===== config.mk =====
export PLATFORM = sky130hd
export DESIGN_NAME = ec_point_add_scalar_multiply
export DESIGN_NICKNAME = d
export VERILOG_FILES = /design/src/rtl/ecpa_pkg.sv /design/src/rtl/ecpa_dp.sv /design/src/rtl/ecpa_ctrl.sv /design/src/rtl/ec_point_add_scalar_multiply.sv
export VERILOG_INCLUDE_DIRS = /design/src /design/src/rtl
export SDC_FILE = /design/constraint.sdc
export NUM_CORES = 2
export LEC_CHECK = 0
export BUFFER_PORTS_ARGS = -buffer_cell sky130_fd_sc_hd__buf_4
export CAP_MARGIN = 10
export CORE_ASPECT_RATIO = 1.75
export CORE_MARGIN = 2
export CORE_UTILIZATION = 51
export DETAILED_ROUTE_END_ITERATION = 10
export PLACE_DENSITY = 0.68
export SKIP_LAST_GASP = 1
export SYNTH_ARGS = -nofsm -noshare
export SYNTH_HDL_FRONTEND = slang
export SYNTH_SLANG_ARGS = --single-unit

===== constraint.sdc =====
create_clock -name clk -period 12.9 [get_ports clk]
set_input_delay 3.87 -clock clk [delete_from_list [all_inputs] [get_ports clk]]
set_output_delay 3.87 -clock clk [all_outputs]
set_load 0.02 [all_outputs]

===== src/rtl/assert_macros.svh =====
// Assertion macros shared by the RTL of the point arithmetic block.
// Needs signals clk and arst_n in the scope of each use.
`ifndef ASSERT_MACROS_SVH
`define ASSERT_MACROS_SVH
`ifndef SYNTHESIS
`define ECPA_ASSERT(label, prop) \
	label: assert property (@(posedge clk) disable iff (!arst_n) prop) \
		else $error("assertion failed");
`define ECPA_NEVER(label, expr) \
	label: assert property (@(posedge clk) disable iff (!arst_n) !(expr)) \
		else $error("assertion failed");
`else
`define ECPA_ASSERT(label, prop)
`define ECPA_NEVER(label, expr)
`endif
`endif


===== src/rtl/ecpa_pkg.sv =====
// Shared types, constants and the microcode table of the point arithmetic block.
// Used by ecpa_dp, ecpa_ctrl and ec_point_add_scalar_multiply.
package ecpa_pkg;

	localparam int W = 16;
	localparam int MaxMultiple = 255;
	localparam int NW = 8;
	localparam int RegAw = 4;
	localparam int NRegs = 2 ** RegAw;
	localparam int PcW = 6;
	localparam int SDataW = ((4 * W + NW + 7) / 8) * 8;
	localparam int MDataW = ((2 * W + 7) / 8) * 8;

	typedef logic [W-1:0] word_t;
	typedef logic [NW-1:0] mult_t;
	typedef logic [RegAw-1:0] raddr_t;
	typedef logic [PcW-1:0] pc_t;

	typedef enum logic [3:0] {
		OP_NOP, OP_TEST, OP_MOVE, OP_ADD, OP_SUB, OP_MULMOD,
		OP_DIVREM, OP_REDUCE, OP_LOADM, OP_LOAD0, OP_LOAD1
	} op_t;

	typedef enum logic [3:0] {
		C_NEVER, C_ALWAYS, C_EQ, C_NEQ, C_ZERO, C_ONE, C_ADDCMD, C_INF, C_CNTZERO
	} cond_t;

	typedef enum logic [2:0] {
		K_NONE, K_SETINF, K_CLRINF, K_DECN, K_FINISH
	} kind_t;

	localparam logic CMD_ADD = 1'b0;
	localparam logic CFG_MODULUS = 1'b0;
	localparam logic CFG_CURVE_A = 1'b1;

	// Register file map.
	localparam raddr_t R_X1 = 4'd0;
	localparam raddr_t R_Y1 = 4'd1;
	localparam raddr_t R_X2 = 4'd2;
	localparam raddr_t R_Y2 = 4'd3;
	localparam raddr_t R_A = 4'd4;
	localparam raddr_t R_NUM = 4'd5;
	localparam raddr_t R_DEN = 4'd6;
	localparam raddr_t R_LAM = 4'd7;
	localparam raddr_t R_T = 4'd8;
	localparam raddr_t R_R1 = 4'd9;
	localparam raddr_t R_R2 = 4'd10;
	localparam raddr_t R_T1 = 4'd11;
	localparam raddr_t R_T2 = 4'd12;
	localparam raddr_t R_Q = 4'd13;

	// Sources of the reduce operation.
	localparam raddr_t SRC_FX = 4'd0;
	localparam raddr_t SRC_FY = 4'd1;
	localparam raddr_t SRC_SX = 4'd2;
	localparam raddr_t SRC_SY = 4'd3;
	localparam raddr_t SRC_CA = 4'd4;

	// Microcode entry points.
	localparam pc_t PC_ADD = 6'd7;
	localparam pc_t PC_TAN = 6'd11;
	localparam pc_t PC_INV = 6'd18;
	localparam pc_t PC_LOOP = 6'd22;
	localparam pc_t PC_EXIT = 6'd30;
	localparam pc_t PC_LAM = 6'd32;
	localparam pc_t PC_VERT = 6'd40;
	localparam pc_t PC_INFP = 6'd41;
	localparam pc_t PC_NEXT = 6'd43;
	localparam pc_t PC_DONE = 6'd46;
	localparam pc_t PC_SRCQ = 6'd5;

	typedef struct packed {
		logic start;
		logic load_in;
		op_t op;
		raddr_t a;
		raddr_t b;
		raddr_t d;
	} dp_cmd_t;

	typedef struct packed {
		logic busy;
		logic done;
		logic eq;
		logic zero;
		logic one;
	} dp_stat_t;

	typedef struct packed {
		op_t op;
		raddr_t a;
		raddr_t b;
		raddr_t d;
		cond_t cond;
		kind_t kind;
		pc_t tgt;
	} uinst_t;

	function automatic uinst_t mk(input op_t op, input raddr_t a, input raddr_t b,
		input raddr_t d, input cond_t cond, input kind_t kind, input pc_t tgt);
		uinst_t u;
		u.op = op;
		u.a = a;
		u.b = b;
		u.d = d;
		u.cond = cond;
		u.kind = kind;
		u.tgt = tgt;
		return u;
	endfunction

	// Point addition and the scalar multiply loop, with the slope inverse by the extended Euclidean algorithm.
	// The running sum lives in X1/Y1 and the second operand in X2/Y2.
	function automatic uinst_t ucode(input pc_t pc);
		uinst_t u;
		unique case (pc)
			6'd0: u = mk(OP_REDUCE, SRC_FX, R_X1, R_X1, C_NEVER, K_NONE, PC_ADD);
			6'd1: u = mk(OP_REDUCE, SRC_FY, R_X1, R_Y1, C_NEVER, K_NONE, PC_ADD);
			6'd2: u = mk(OP_REDUCE, SRC_CA, R_X1, R_A, C_ADDCMD, K_NONE, PC_SRCQ);
			6'd3: u = mk(OP_REDUCE, SRC_FX, R_X1, R_X2, C_NEVER, K_NONE, PC_ADD);
			6'd4: u = mk(OP_REDUCE, SRC_FY, R_X1, R_Y2, C_ALWAYS, K_NONE, PC_NEXT);
			6'd5: u = mk(OP_REDUCE, SRC_SX, R_X1, R_X2, C_NEVER, K_NONE, PC_ADD);
			6'd6: u = mk(OP_REDUCE, SRC_SY, R_X1, R_Y2, C_NEVER, K_NONE, PC_ADD);
			6'd7: u = mk(OP_NOP, R_X1, R_X1, R_X1, C_INF, K_NONE, PC_INFP);
			6'd8: u = mk(OP_TEST, R_X1, R_X2, R_X1, C_EQ, K_NONE, PC_TAN);
			6'd9: u = mk(OP_SUB, R_Y2, R_Y1, R_NUM, C_NEVER, K_NONE, PC_ADD);
			6'd10: u = mk(OP_SUB, R_X2, R_X1, R_DEN, C_ALWAYS, K_NONE, PC_INV);
			6'd11: u = mk(OP_TEST, R_Y1, R_Y2, R_X1, C_NEQ, K_NONE, PC_VERT);
			6'd12: u = mk(OP_ADD, R_Y1, R_Y1, R_DEN, C_NEVER, K_NONE, PC_ADD);
			6'd13: u = mk(OP_TEST, R_DEN, R_DEN, R_X1, C_ZERO, K_NONE, PC_VERT);
			6'd14: u = mk(OP_MULMOD, R_X1, R_X1, R_T, C_NEVER, K_NONE, PC_ADD);
			6'd15: u = mk(OP_ADD, R_T, R_T, R_NUM, C_NEVER, K_NONE, PC_ADD);
			6'd16: u = mk(OP_ADD, R_NUM, R_T, R_NUM, C_NEVER, K_NONE, PC_ADD);
			6'd17: u = mk(OP_ADD, R_NUM, R_A, R_NUM, C_NEVER, K_NONE, PC_ADD);
			6'd18: u = mk(OP_LOADM, R_X1, R_X1, R_R1, C_NEVER, K_NONE, PC_ADD);
			6'd19: u = mk(OP_MOVE, R_DEN, R_X1, R_R2, C_NEVER, K_NONE, PC_ADD);
			6'd20: u = mk(OP_LOAD0, R_X1, R_X1, R_T1, C_NEVER, K_NONE, PC_ADD);
			6'd21: u = mk(OP_LOAD1, R_X1, R_X1, R_T2, C_NEVER, K_NONE, PC_ADD);
			6'd22: u = mk(OP_TEST, R_R2, R_R2, R_X1, C_ZERO, K_NONE, PC_EXIT);
			6'd23: u = mk(OP_DIVREM, R_R1, R_R2, R_T, C_NEVER, K_NONE, PC_ADD);
			6'd24: u = mk(OP_MOVE, R_R2, R_X1, R_R1, C_NEVER, K_NONE, PC_ADD);
			6'd25: u = mk(OP_MOVE, R_T, R_X1, R_R2, C_NEVER, K_NONE, PC_ADD);
			6'd26: u = mk(OP_MULMOD, R_Q, R_T2, R_T, C_NEVER, K_NONE, PC_ADD);
			6'd27: u = mk(OP_SUB, R_T1, R_T, R_T, C_NEVER, K_NONE, PC_ADD);
			6'd28: u = mk(OP_MOVE, R_T2, R_X1, R_T1, C_NEVER, K_NONE, PC_ADD);
			6'd29: u = mk(OP_MOVE, R_T, R_X1, R_T2, C_ALWAYS, K_NONE, PC_LOOP);
			6'd30: u = mk(OP_TEST, R_R1, R_R1, R_X1, C_ONE, K_NONE, PC_LAM);
			6'd31: u = mk(OP_LOAD0, R_X1, R_X1, R_T1, C_NEVER, K_NONE, PC_ADD);
			6'd32: u = mk(OP_MULMOD, R_NUM, R_T1, R_LAM, C_NEVER, K_NONE, PC_ADD);
			6'd33: u = mk(OP_MULMOD, R_LAM, R_LAM, R_T, C_NEVER, K_NONE, PC_ADD);
			6'd34: u = mk(OP_SUB, R_T, R_X1, R_T, C_NEVER, K_NONE, PC_ADD);
			6'd35: u = mk(OP_SUB, R_T, R_X2, R_T, C_NEVER, K_NONE, PC_ADD);
			6'd36: u = mk(OP_SUB, R_X1, R_T, R_NUM, C_NEVER, K_NONE, PC_ADD);
			6'd37: u = mk(OP_MULMOD, R_LAM, R_NUM, R_NUM, C_NEVER, K_NONE, PC_ADD);
			6'd38: u = mk(OP_SUB, R_NUM, R_Y1, R_Y1, C_NEVER, K_NONE, PC_ADD);
			6'd39: u = mk(OP_MOVE, R_T, R_X1, R_X1, C_ALWAYS, K_NONE, PC_NEXT);
			6'd40: u = mk(OP_NOP, R_X1, R_X1, R_X1, C_ALWAYS, K_SETINF, PC_NEXT);
			6'd41: u = mk(OP_MOVE, R_X2, R_X1, R_X1, C_NEVER, K_NONE, PC_ADD);
			6'd42: u = mk(OP_MOVE, R_Y2, R_X1, R_Y1, C_NEVER, K_CLRINF, PC_ADD);
			6'd43: u = mk(OP_NOP, R_X1, R_X1, R_X1, C_ADDCMD, K_NONE, PC_DONE);
			6'd44: u = mk(OP_NOP, R_X1, R_X1, R_X1, C_CNTZERO, K_NONE, PC_DONE);
			6'd45: u = mk(OP_NOP, R_X1, R_X1, R_X1, C_ALWAYS, K_DECN, PC_ADD);
			6'd46: u = mk(OP_TEST, R_X1, R_Y1, R_X1, C_NEVER, K_FINISH, PC_ADD);
			default: u = mk(OP_NOP, R_X1, R_X1, R_X1, C_ALWAYS, K_NONE, PC_DONE);
		endcase
		return u;
	endfunction

endpackage


===== src/rtl/ecpa_dp.sv =====
// Datapath: register file, modular add/subtract and a shared restoring divider for input
// reductions, products mod p and Euclid quotients. Depends on ecpa_pkg.
module ecpa_dp (
	input  logic              clk,
	input  logic              arst_n,
	input  ecpa_pkg::dp_cmd_t cmd,
	output ecpa_pkg::dp_stat_t stat,
	input  ecpa_pkg::word_t   modulus,
	input  ecpa_pkg::word_t   curve_a,
	input  ecpa_pkg::word_t   first_x,
	input  ecpa_pkg::word_t   first_y,
	input  ecpa_pkg::word_t   second_x,
	input  ecpa_pkg::word_t   second_y,
	output ecpa_pkg::word_t   rd_a,
	output ecpa_pkg::word_t   rd_b
);

	localparam int DvdW = 2 * ecpa_pkg::W;
	localparam int CntW = $clog2(DvdW + 1);

	typedef enum logic [2:0] {ST_IDLE, ST_RD, ST_EX, ST_DIV, ST_WQ, ST_DONE} st_t;

	st_t                 st_q;
	ecpa_pkg::word_t     rf_q [ecpa_pkg::NRegs];
	ecpa_pkg::word_t     fx_q, fy_q, sx_q, sy_q;
	ecpa_pkg::word_t     rda_q, rdb_q, src_q, div_q;
	ecpa_pkg::op_t       op_q;
	ecpa_pkg::raddr_t    d_q;
	logic [DvdW-1:0]     dvd_q;
	logic [ecpa_pkg::W:0] rem_q;
	logic [CntW-1:0]     cnt_q;
	logic                eq_q, zero_q, one_q;

	logic [ecpa_pkg::W:0] rem_sh, rem_nxt, sum, diff;
	logic                 ge, last;
	logic                 we;
	ecpa_pkg::raddr_t     wa;
	ecpa_pkg::word_t      wd, field;

	// One restoring division step per cycle.
	assign rem_sh = {rem_q[ecpa_pkg::W-1:0], dvd_q[DvdW-1]};
	assign ge = rem_sh >= {1'b0, div_q};
	assign rem_nxt = ge ? (rem_sh - {1'b0, div_q}) : rem_sh;
	assign last = cnt_q == CntW'(1);

	assign sum = {1'b0, rda_q} + {1'b0, rdb_q};
	assign diff = {1'b0, rda_q} + {1'b0, modulus} - {1'b0, rdb_q};

	always_comb begin
		case (cmd.a)
			ecpa_pkg::SRC_FX: field = fx_q;
			ecpa_pkg::SRC_FY: field = fy_q;
			ecpa_pkg::SRC_SX: field = sx_q;
			ecpa_pkg::SRC_SY: field = sy_q;
			default:          field = curve_a;
		endcase
	end

	always_comb begin
		we = 1'b0;
		wa = d_q;
		wd = rda_q;
		case (st_q)
			ST_EX: begin
				case (op_q)
					ecpa_pkg::OP_MOVE: we = 1'b1;
					ecpa_pkg::OP_ADD: begin
						we = 1'b1;
						wd = (sum >= {1'b0, modulus}) ? ecpa_pkg::W'(sum - {1'b0, modulus})
							: ecpa_pkg::W'(sum);
					end
					ecpa_pkg::OP_SUB: begin
						we = 1'b1;
						wd = (rda_q >= rdb_q) ? (rda_q - rdb_q) : ecpa_pkg::W'(diff);
					end
					ecpa_pkg::OP_LOADM: begin
						we = 1'b1;
						wd = modulus;
					end
					ecpa_pkg::OP_LOAD0: begin
						we = 1'b1;
						wd = '0;
					end
					ecpa_pkg::OP_LOAD1: begin
						we = 1'b1;
						wd = ecpa_pkg::W'(1);
					end
					default: ;
				endcase
			end
			ST_DIV: begin
				we = last;
				wd = rem_nxt[ecpa_pkg::W-1:0];
			end
			ST_WQ: begin
				we = 1'b1;
				wa = ecpa_pkg::R_Q;
				wd = dvd_q[ecpa_pkg::W-1:0];
			end
			default: ;
		endcase
	end

	always_ff @(posedge clk or negedge arst_n) begin
		if (!arst_n) begin
			st_q <= ST_IDLE;
		end else begin
			unique case (st_q)
				ST_IDLE: if (cmd.start) st_q <= ST_RD;
				ST_RD:   st_q <= ST_EX;
				ST_EX: begin
					if (op_q == ecpa_pkg::OP_MULMOD || op_q == ecpa_pkg::OP_DIVREM
						|| op_q == ecpa_pkg::OP_REDUCE) begin
						st_q <= ST_DIV;
					end else begin
						st_q <= ST_DONE;
					end
				end
				ST_DIV: if (last) st_q <= (op_q == ecpa_pkg::OP_DIVREM) ? ST_WQ : ST_DONE;
				ST_WQ:   st_q <= ST_DONE;
				default: st_q <= ST_IDLE;
			endcase
		end
	end

	always_ff @(posedge clk) begin
		if (we) rf_q[wa] <= wd;
		if (cmd.load_in) begin
			fx_q <= first_x;
			fy_q <= first_y;
			sx_q <= second_x;
			sy_q <= second_y;
		end
		if (st_q == ST_IDLE && cmd.start) begin
			op_q <= cmd.op;
			d_q <= cmd.d;
			src_q <= field;
		end
		if (st_q == ST_RD) begin
			rda_q <= rf_q[cmd.a];
			rdb_q <= rf_q[cmd.b];
		end
		if (st_q == ST_EX) begin
			rem_q <= '0;
			eq_q <= rda_q == rdb_q;
			zero_q <= rda_q == '0;
			one_q <= rda_q == ecpa_pkg::W'(1);
			case (op_q)
				ecpa_pkg::OP_MULMOD: begin
					dvd_q <= rda_q * rdb_q;
					div_q <= modulus;
					cnt_q <= CntW'(DvdW);
				end
				ecpa_pkg::OP_DIVREM: begin
					dvd_q <= {rda_q, ecpa_pkg::W'(0)};
					div_q <= rdb_q;
					cnt_q <= CntW'(ecpa_pkg::W);
				end
				default: begin
					dvd_q <= {src_q, ecpa_pkg::W'(0)};
					div_q <= modulus;
					cnt_q <= CntW'(ecpa_pkg::W);
				end
			endcase
		end
		if (st_q == ST_DIV) begin
			rem_q <= rem_nxt;
			dvd_q <= {dvd_q[DvdW-2:0], ge};
			cnt_q <= cnt_q - CntW'(1);
		end
	end

	assign stat.busy = st_q != ST_IDLE;
	assign stat.done = st_q == ST_DONE;
	assign stat.eq = eq_q;
	assign stat.zero = zero_q;
	assign stat.one = one_q;
	assign rd_a = rda_q;
	assign rd_b = rdb_q;

endmodule


===== src/rtl/ecpa_ctrl.sv =====
// Microcoded controller: sequences datapath operations, counts additions of a
// scalar multiply and holds the output register. Depends on ecpa_pkg.
`include "assert_macros.svh"
module ecpa_ctrl (
	input  logic               clk,
	input  logic               arst_n,
	input  logic               in_valid,
	output logic               in_ready,
	input  logic               in_cmd,
	input  ecpa_pkg::mult_t    in_multiple,
	input  logic               m_small,
	output ecpa_pkg::dp_cmd_t  dp_cmd,
	input  ecpa_pkg::dp_stat_t dp_stat,
	input  ecpa_pkg::word_t    rd_a,
	input  ecpa_pkg::word_t    rd_b,
	output logic               out_valid,
	input  logic               out_ready,
	output ecpa_pkg::word_t    out_x,
	output ecpa_pkg::word_t    out_y,
	output logic               out_inf
);

	typedef enum logic [1:0] {S_IDLE, S_ISSUE, S_WAIT, S_OUT} state_t;

	state_t            st_q;
	ecpa_pkg::pc_t     pc_q;
	ecpa_pkg::mult_t   cnt_q;
	logic              cmd_q, inf_q, start_q;
	ecpa_pkg::op_t     op_q;
	ecpa_pkg::raddr_t  a_q, b_q, d_q;
	ecpa_pkg::word_t   res_x_q, res_y_q, out_x_q, out_y_q;
	logic              res_inf_q, out_valid_q, out_inf_q;

	ecpa_pkg::uinst_t  u;
	ecpa_pkg::mult_t   n;
	logic              accept, step, taken;

	assign u = ecpa_pkg::ucode(pc_q);
	assign accept = in_valid && in_ready;
	assign n = (int'(in_multiple) > ecpa_pkg::MaxMultiple)
		? ecpa_pkg::NW'(ecpa_pkg::MaxMultiple) : in_multiple;
	assign step = (st_q == S_ISSUE && u.op == ecpa_pkg::OP_NOP)
		|| (st_q == S_WAIT && dp_stat.done);

	always_comb begin
		unique case (u.cond)
			ecpa_pkg::C_ALWAYS:  taken = 1'b1;
			ecpa_pkg::C_EQ:      taken = dp_stat.eq;
			ecpa_pkg::C_NEQ:     taken = !dp_stat.eq;
			ecpa_pkg::C_ZERO:    taken = dp_stat.zero;
			ecpa_pkg::C_ONE:     taken = dp_stat.one;
			ecpa_pkg::C_ADDCMD:  taken = cmd_q == ecpa_pkg::CMD_ADD;
			ecpa_pkg::C_INF:     taken = inf_q;
			ecpa_pkg::C_CNTZERO: taken = cnt_q == '0;
			default:             taken = 1'b0;
		endcase
	end

	always_ff @(posedge clk or negedge arst_n) begin
		if (!arst_n) begin
			st_q <= S_IDLE;
			pc_q <= '0;
			cnt_q <= '0;
			cmd_q <= 1'b0;
			inf_q <= 1'b0;
			start_q <= 1'b0;
			op_q <= ecpa_pkg::OP_NOP;
			a_q <= '0;
			b_q <= '0;
			d_q <= '0;
			res_x_q <= '0;
			res_y_q <= '0;
			res_inf_q <= 1'b0;
			out_valid_q <= 1'b0;
			out_x_q <= '0;
			out_y_q <= '0;
			out_inf_q <= 1'b0;
		end else begin
			start_q <= 1'b0;
			if (out_valid_q && out_ready) out_valid_q <= 1'b0;
			unique case (st_q)
				S_IDLE: begin
					if (accept) begin
						cmd_q <= in_cmd;
						pc_q <= '0;
						inf_q <= 1'b0;
						cnt_q <= n - ecpa_pkg::NW'(1);
						if (m_small || (in_cmd != ecpa_pkg::CMD_ADD && n == '0)) begin
							res_x_q <= '0;
							res_y_q <= '0;
							res_inf_q <= 1'b1;
							st_q <= S_OUT;
						end else begin
							st_q <= S_ISSUE;
						end
					end
				end
				S_ISSUE: begin
					if (u.op != ecpa_pkg::OP_NOP) begin
						start_q <= 1'b1;
						op_q <= u.op;
						a_q <= u.a;
						b_q <= u.b;
						d_q <= u.d;
						st_q <= S_WAIT;
					end
				end
				S_WAIT: ;
				S_OUT: begin
					if (!out_valid_q || out_ready) begin
						out_valid_q <= 1'b1;
						out_x_q <= res_x_q;
						out_y_q <= res_y_q;
						out_inf_q <= res_inf_q;
						st_q <= S_IDLE;
					end
				end
				default: st_q <= S_IDLE;
			endcase
			// Completion of a microinstruction: side effect, then branch.
			if (step) begin
				case (u.kind)
					ecpa_pkg::K_SETINF: inf_q <= 1'b1;
					ecpa_pkg::K_CLRINF: inf_q <= 1'b0;
					ecpa_pkg::K_DECN:   cnt_q <= cnt_q - ecpa_pkg::NW'(1);
					default: ;
				endcase
				if (u.kind == ecpa_pkg::K_FINISH) begin
					res_x_q <= inf_q ? '0 : rd_a;
					res_y_q <= inf_q ? '0 : rd_b;
					res_inf_q <= inf_q;
					st_q <= S_OUT;
				end else begin
					pc_q <= taken ? u.tgt : pc_q + ecpa_pkg::PcW'(1);
					st_q <= S_ISSUE;
				end
			end
		end
	end

	assign in_ready = st_q == S_IDLE;
	assign dp_cmd.start = start_q;
	assign dp_cmd.load_in = accept;
	assign dp_cmd.op = op_q;
	assign dp_cmd.a = a_q;
	assign dp_cmd.b = b_q;
	assign dp_cmd.d = d_q;
	assign out_valid = out_valid_q;
	assign out_x = out_x_q;
	assign out_y = out_y_q;
	assign out_inf = out_inf_q;

	`ECPA_NEVER(a_start_busy, start_q && dp_stat.busy)
	`ECPA_ASSERT(a_done_waits, dp_stat.done |-> st_q == S_WAIT)
	`ECPA_ASSERT(a_accept_leaves_idle, accept |=> st_q != S_IDLE)

endmodule


===== src/rtl/ec_point_add_scalar_multiply.sv =====
// Affine elliptic curve point addition and scalar multiply over a prime field.
// One item at a time; the result goes straight to the output register, with no microcode,
// when the modulus is below 2 or a multiply has multiple 0. Otherwise each addition runs
// microcode on one shared restoring divider (for products mod p and Euclid divisions),
// with an inverse of up to about 23 rounds of the Euclid loop.
// A multiply repeats the addition multiple-1 times.
// Reset clears control state and sets modulus 13 and a 1; no clearing pass.
module ec_point_add_scalar_multiply (
	input  logic                          clk,
	input  logic                          arst_n,
	input  logic                          s_tvalid,
	output logic                          s_tready,
	// first_x, first_y, second_x, second_y, multiple
	input  logic [ecpa_pkg::SDataW-1:0]   s_tdata,
	// cmd
	input  logic                          s_tuser,
	output logic                          m_tvalid,
	input  logic                          m_tready,
	// result_x, result_y
	output logic [ecpa_pkg::MDataW-1:0]   m_tdata,
	// at_infinity
	output logic                          m_tuser,
	input  logic                          cfg_valid,
	output logic                          cfg_ready,
	input  logic                          cfg_index,
	input  ecpa_pkg::word_t               cfg_data
);

	localparam int W = ecpa_pkg::W;

	ecpa_pkg::word_t    modulus_q, curve_a_q, rd_a, rd_b, out_x, out_y;
	ecpa_pkg::dp_cmd_t  dp_cmd;
	ecpa_pkg::dp_stat_t dp_stat;
	logic               out_inf;

	assign cfg_ready = 1'b1;

	always_ff @(posedge clk or negedge arst_n) begin
		if (!arst_n) begin
			modulus_q <= W'(13);
			curve_a_q <= W'(1);
		end else if (cfg_valid) begin
			unique case (cfg_index)
				ecpa_pkg::CFG_MODULUS: modulus_q <= cfg_data;
				ecpa_pkg::CFG_CURVE_A: curve_a_q <= cfg_data;
				default: ;
			endcase
		end
	end

	ecpa_ctrl u_ctrl (
		.clk         (clk),
		.arst_n      (arst_n),
		.in_valid    (s_tvalid),
		.in_ready    (s_tready),
		.in_cmd      (s_tuser),
		.in_multiple (s_tdata[4*W +: ecpa_pkg::NW]),
		.m_small     (modulus_q < W'(2)),
		.dp_cmd      (dp_cmd),
		.dp_stat     (dp_stat),
		.rd_a        (rd_a),
		.rd_b        (rd_b),
		.out_valid   (m_tvalid),
		.out_ready   (m_tready),
		.out_x       (out_x),
		.out_y       (out_y),
		.out_inf     (out_inf)
	);

	ecpa_dp u_dp (
		.clk      (clk),
		.arst_n   (arst_n),
		.cmd      (dp_cmd),
		.stat     (dp_stat),
		.modulus  (modulus_q),
		.curve_a  (curve_a_q),
		.first_x  (s_tdata[0 +: W]),
		.first_y  (s_tdata[W +: W]),
		.second_x (s_tdata[2*W +: W]),
		.second_y (s_tdata[3*W +: W]),
		.rd_a     (rd_a),
		.rd_b     (rd_b)
	);

	assign m_tdata = ecpa_pkg::MDataW'({out_y, out_x});
	assign m_tuser = out_inf;

endmodule


==> results.py <==
metrics = {
    "clock_network": {
        "ctsHoldBuffers": 0,
        "cts_setup_buffers": 0,
        "clk_pin_slew_ps": 80,
        "root_buffer": "clkbuf_16",
        "cts-resized-gates": 0,
        "cts-htree-levels": 2,
        "cts_buffers": 55,
        "clock_path_buffers": 3,
        "cts_tree": "done",
        "numClockSinks": 586,
        "insertion_delay_ps": 660,
    },
    "placement": {
        "io_buffers": 129,
        "dpl.hpwl_um": 98850,
        "post-place-ws_ps": 5749,
        "gp_congestion": 1.107,
    },
    "worst_setup_path": {
        "worst-path-max-fanout": 17,
        "critPathArrivalTime_ps": 7890,
        "crit_required_ps": 13420,
        "path_depth": 22,
        "reg2reg_depth": 22,
        "critPathKind": "reg2reg",
        "critical_path.cell_chain": "inv_1 -> nor2_1 -> fa_1 -> inv_1 -> fa_1 -> fa_1 -> inv_1 -> fa_1 -> fa_1 -> inv_1 -> fa_1 -> inv_1 -> ha_1 -> a21oi_1 -> o21ai_0 -> o21ba_2 -> a21oi_1 -> a211oi_1 -> o41ai_1 -> xnor2_1 -> nand2_1 -> a21oi_1",
        "cp_slowest_cell": "edfxtp_1",
        "cpPeakStageDelay_ps": 1080,
        "critPathTopFamily": "adder cells",
        "cpMostUsedCell": "fa_1",
        "start_kind": "flop",
        "setup.worst_path.end_class": "flop",
        "crit_buf_inv": 5,
    },
    "synthesis": {
        "synth-async-reset-ratio_pct": 23.38,
        "ys_types": 88,
        "synthTopCellsByCount": "edfxtp_1, inv_1, nand2_1",
        "synth.cell_area_um2": 39780,
        "yosys.area.top_type": "edfxtp_1",
        "ys_ff_latch": 586,
        "synthFlopType": "edfxtp_1",
        "yosys.area.top_type_share_pct": 33.90,
        "ys_seq_area_share_pct": 42.53,
        "avgSynthCellArea_um2": 11.54,
        "synth_area_leaders": "edfxtp_1, fa_1, mux4_2, dfrtp_1, ha_1",
        "syn-num-nets": 3950,
        "synth-edff-count": 449,
        "synth_most_common_cell": "edfxtp_1",
        "ys_warn_count": 0,
        "syn_inst": 3446,
    },
    "min_path": {
        "worstHoldPathCells": 0,
        "hp-class": "reg2reg",
    },
    "die": {
        "die_w_um": 215.1,
        "fp.dieArea_um2": 80330,
        "rows": 135,
        "die_h_um": 373.4,
        "coreArea_um2": 77360,
        "design.portCount": 131,
        "initial_core_util_pct": 51.42,
    },
    "sta": {
        "setup_tns_ps": 0,
        "skew_ps": 36.62,
        "tightest_slew_ps": 1353,
        "setup_viol": 0,
        "fmax_mhz": 135.6,
        "drv_slew": 0,
        "layout_min_cycle_time_ps": 7373,
        "min_period_over_period_pct": 57.16,
        "maxSlewHeadroom_pct": 9.812,
        "worst_slack_ps": 5527,
        "holdWs_ps": 448.6,
        "grt_setup_unrepaired": "no",
        "finalHoldViolCount": 0,
    },
    "routing": {
        "met1_length_um": 43350,
        "drt-total-wl_um": 137400,
        "firstDrtPassIters": 7,
        "route.detailed.drc": 0,
        "via_per_inst": 6.331,
        "drtAntennaViolNets": 0,
        "drt_iter0_drc": 3192,
        "vias": 29100,
        "met2_length_um": 68150,
        "routedWlPerCell_um": 29.89,
        "routed-wl-met3_um": 10790,
        "top_layer": "met5",
    },
    "final_layout": {
        "fillers": 6574,
        "fin_nets": 4023,
        "largestRegisters": "u_dp.rf_q x256, u_dp.dvd_q x32",
        "area_delta_synth_final_pct": 10.37,
        "drive_above_1_share_pct": 17.22,
        "largest_reg_flops": 256,
        "top_register": "u_dp.rf_q",
    },
    "grt": {
        "overflow": 0,
        "antenna_found_initial": 8,
        "gr-usage-all-layers_pct": 34.52,
        "grt_pass1_vias": 30190,
        "grt_pass1_wl_um": 198900,
        "grt_start_max_net_pins": 92,
    },
    "flow_run": {
        "cap_viol_max_count": 0,
    },
    "status": {
        "status": "complete, no violations",
    },
}
==> layout make-up <==
cell class,instances,area [um^2],share of cell area (%)
multi-input cells,2297,20840,47.47
flip-flops and latches,586,16930,38.56
repair buffers,203,1525,3.474
clock buffers,65,1455,3.315
inverters,376,1413,3.218
well taps,1027,1285,2.927
clock inverters,39,446.7,1.017
diodes,3,7.507,0.01710
==> cell usage in the layout (no fill, tap or decap), types with 20 or more instances in the layout <==
cell type and instances:
a211oi_1 22, a21o_1 31, a21oi_1 157, a221oi_1 20
a31oi_1 25, and2_1 23, buf_4 201, clkbuf_16 56
dfrtp_1 128, edfxtp_1 449, fa_1 213, ha_1 196
inv_1 364, mux2_2 75, mux2i_1 31, mux4_2 176
nand2_1 343, nand2b_1 26, nand3_1 33, nand3b_1 38
nor2_1 251, nor2b_1 23, nor3_1 37, o21a_1 25
o21ai_0 189, xnor2_1 70, xor2_1 30
==> final timing paths <==
kind                                 from          endpoint  slack (ps)
setup / recovery             u_dp.rd_a[8]    u_dp.dvd_q[31]        5530
hold / removal             u_ctrl.op_q[1]      u_dp.op_q[1]         450
setup reg to reg             u_dp.rd_a[8]    u_dp.dvd_q[31]        5530
hold reg to reg            u_ctrl.op_q[1]      u_dp.op_q[1]         450
max in group asynchronous          arst_n     u_ctrl.a_q[1]        8270
min in group asynchronous          arst_n  u_ctrl.out_x[13]        3280
==> routing by layer <==
layer | vias up | track usage (%)
li1 | 12480 | -
met1 | 14550 | 35.44
met2 | 1464 | 58.73
met3 | 590 | 7.880
met4 | 8 | 30.63
met5 | - | 0.4242
==> logic make-up after synthesis <==
kind of cell,synth area share [%]
AOI/OAI and AO/OA,10.18
and+or+nand+nor,9.903
muxes,12.87
buffers and inverters,5.426
other,0.009428
adders and majority gates,16.89
DFF,42.53
xor gates and xnor gates,2.202
==> through the flow <==
| stage | cells | util [%] | cell area, um^2 |
|---|---|---|---|
| floorplan | 3446 | - | 39780 |
| global placement | 4486 | 54.26 | 41970 |
| detailed placement | 4487 | 54.26 | 41980 |
| CTS | 4591 | 56.72 | 43880 |
| global route | 4594 | 56.74 | 43900 |
| finish | 4596 | 56.75 | 43900 |
Power is left out: the tool's default activity adds up to more than one toggle a clock period on the data nets, which glitch-free logic cannot reach.
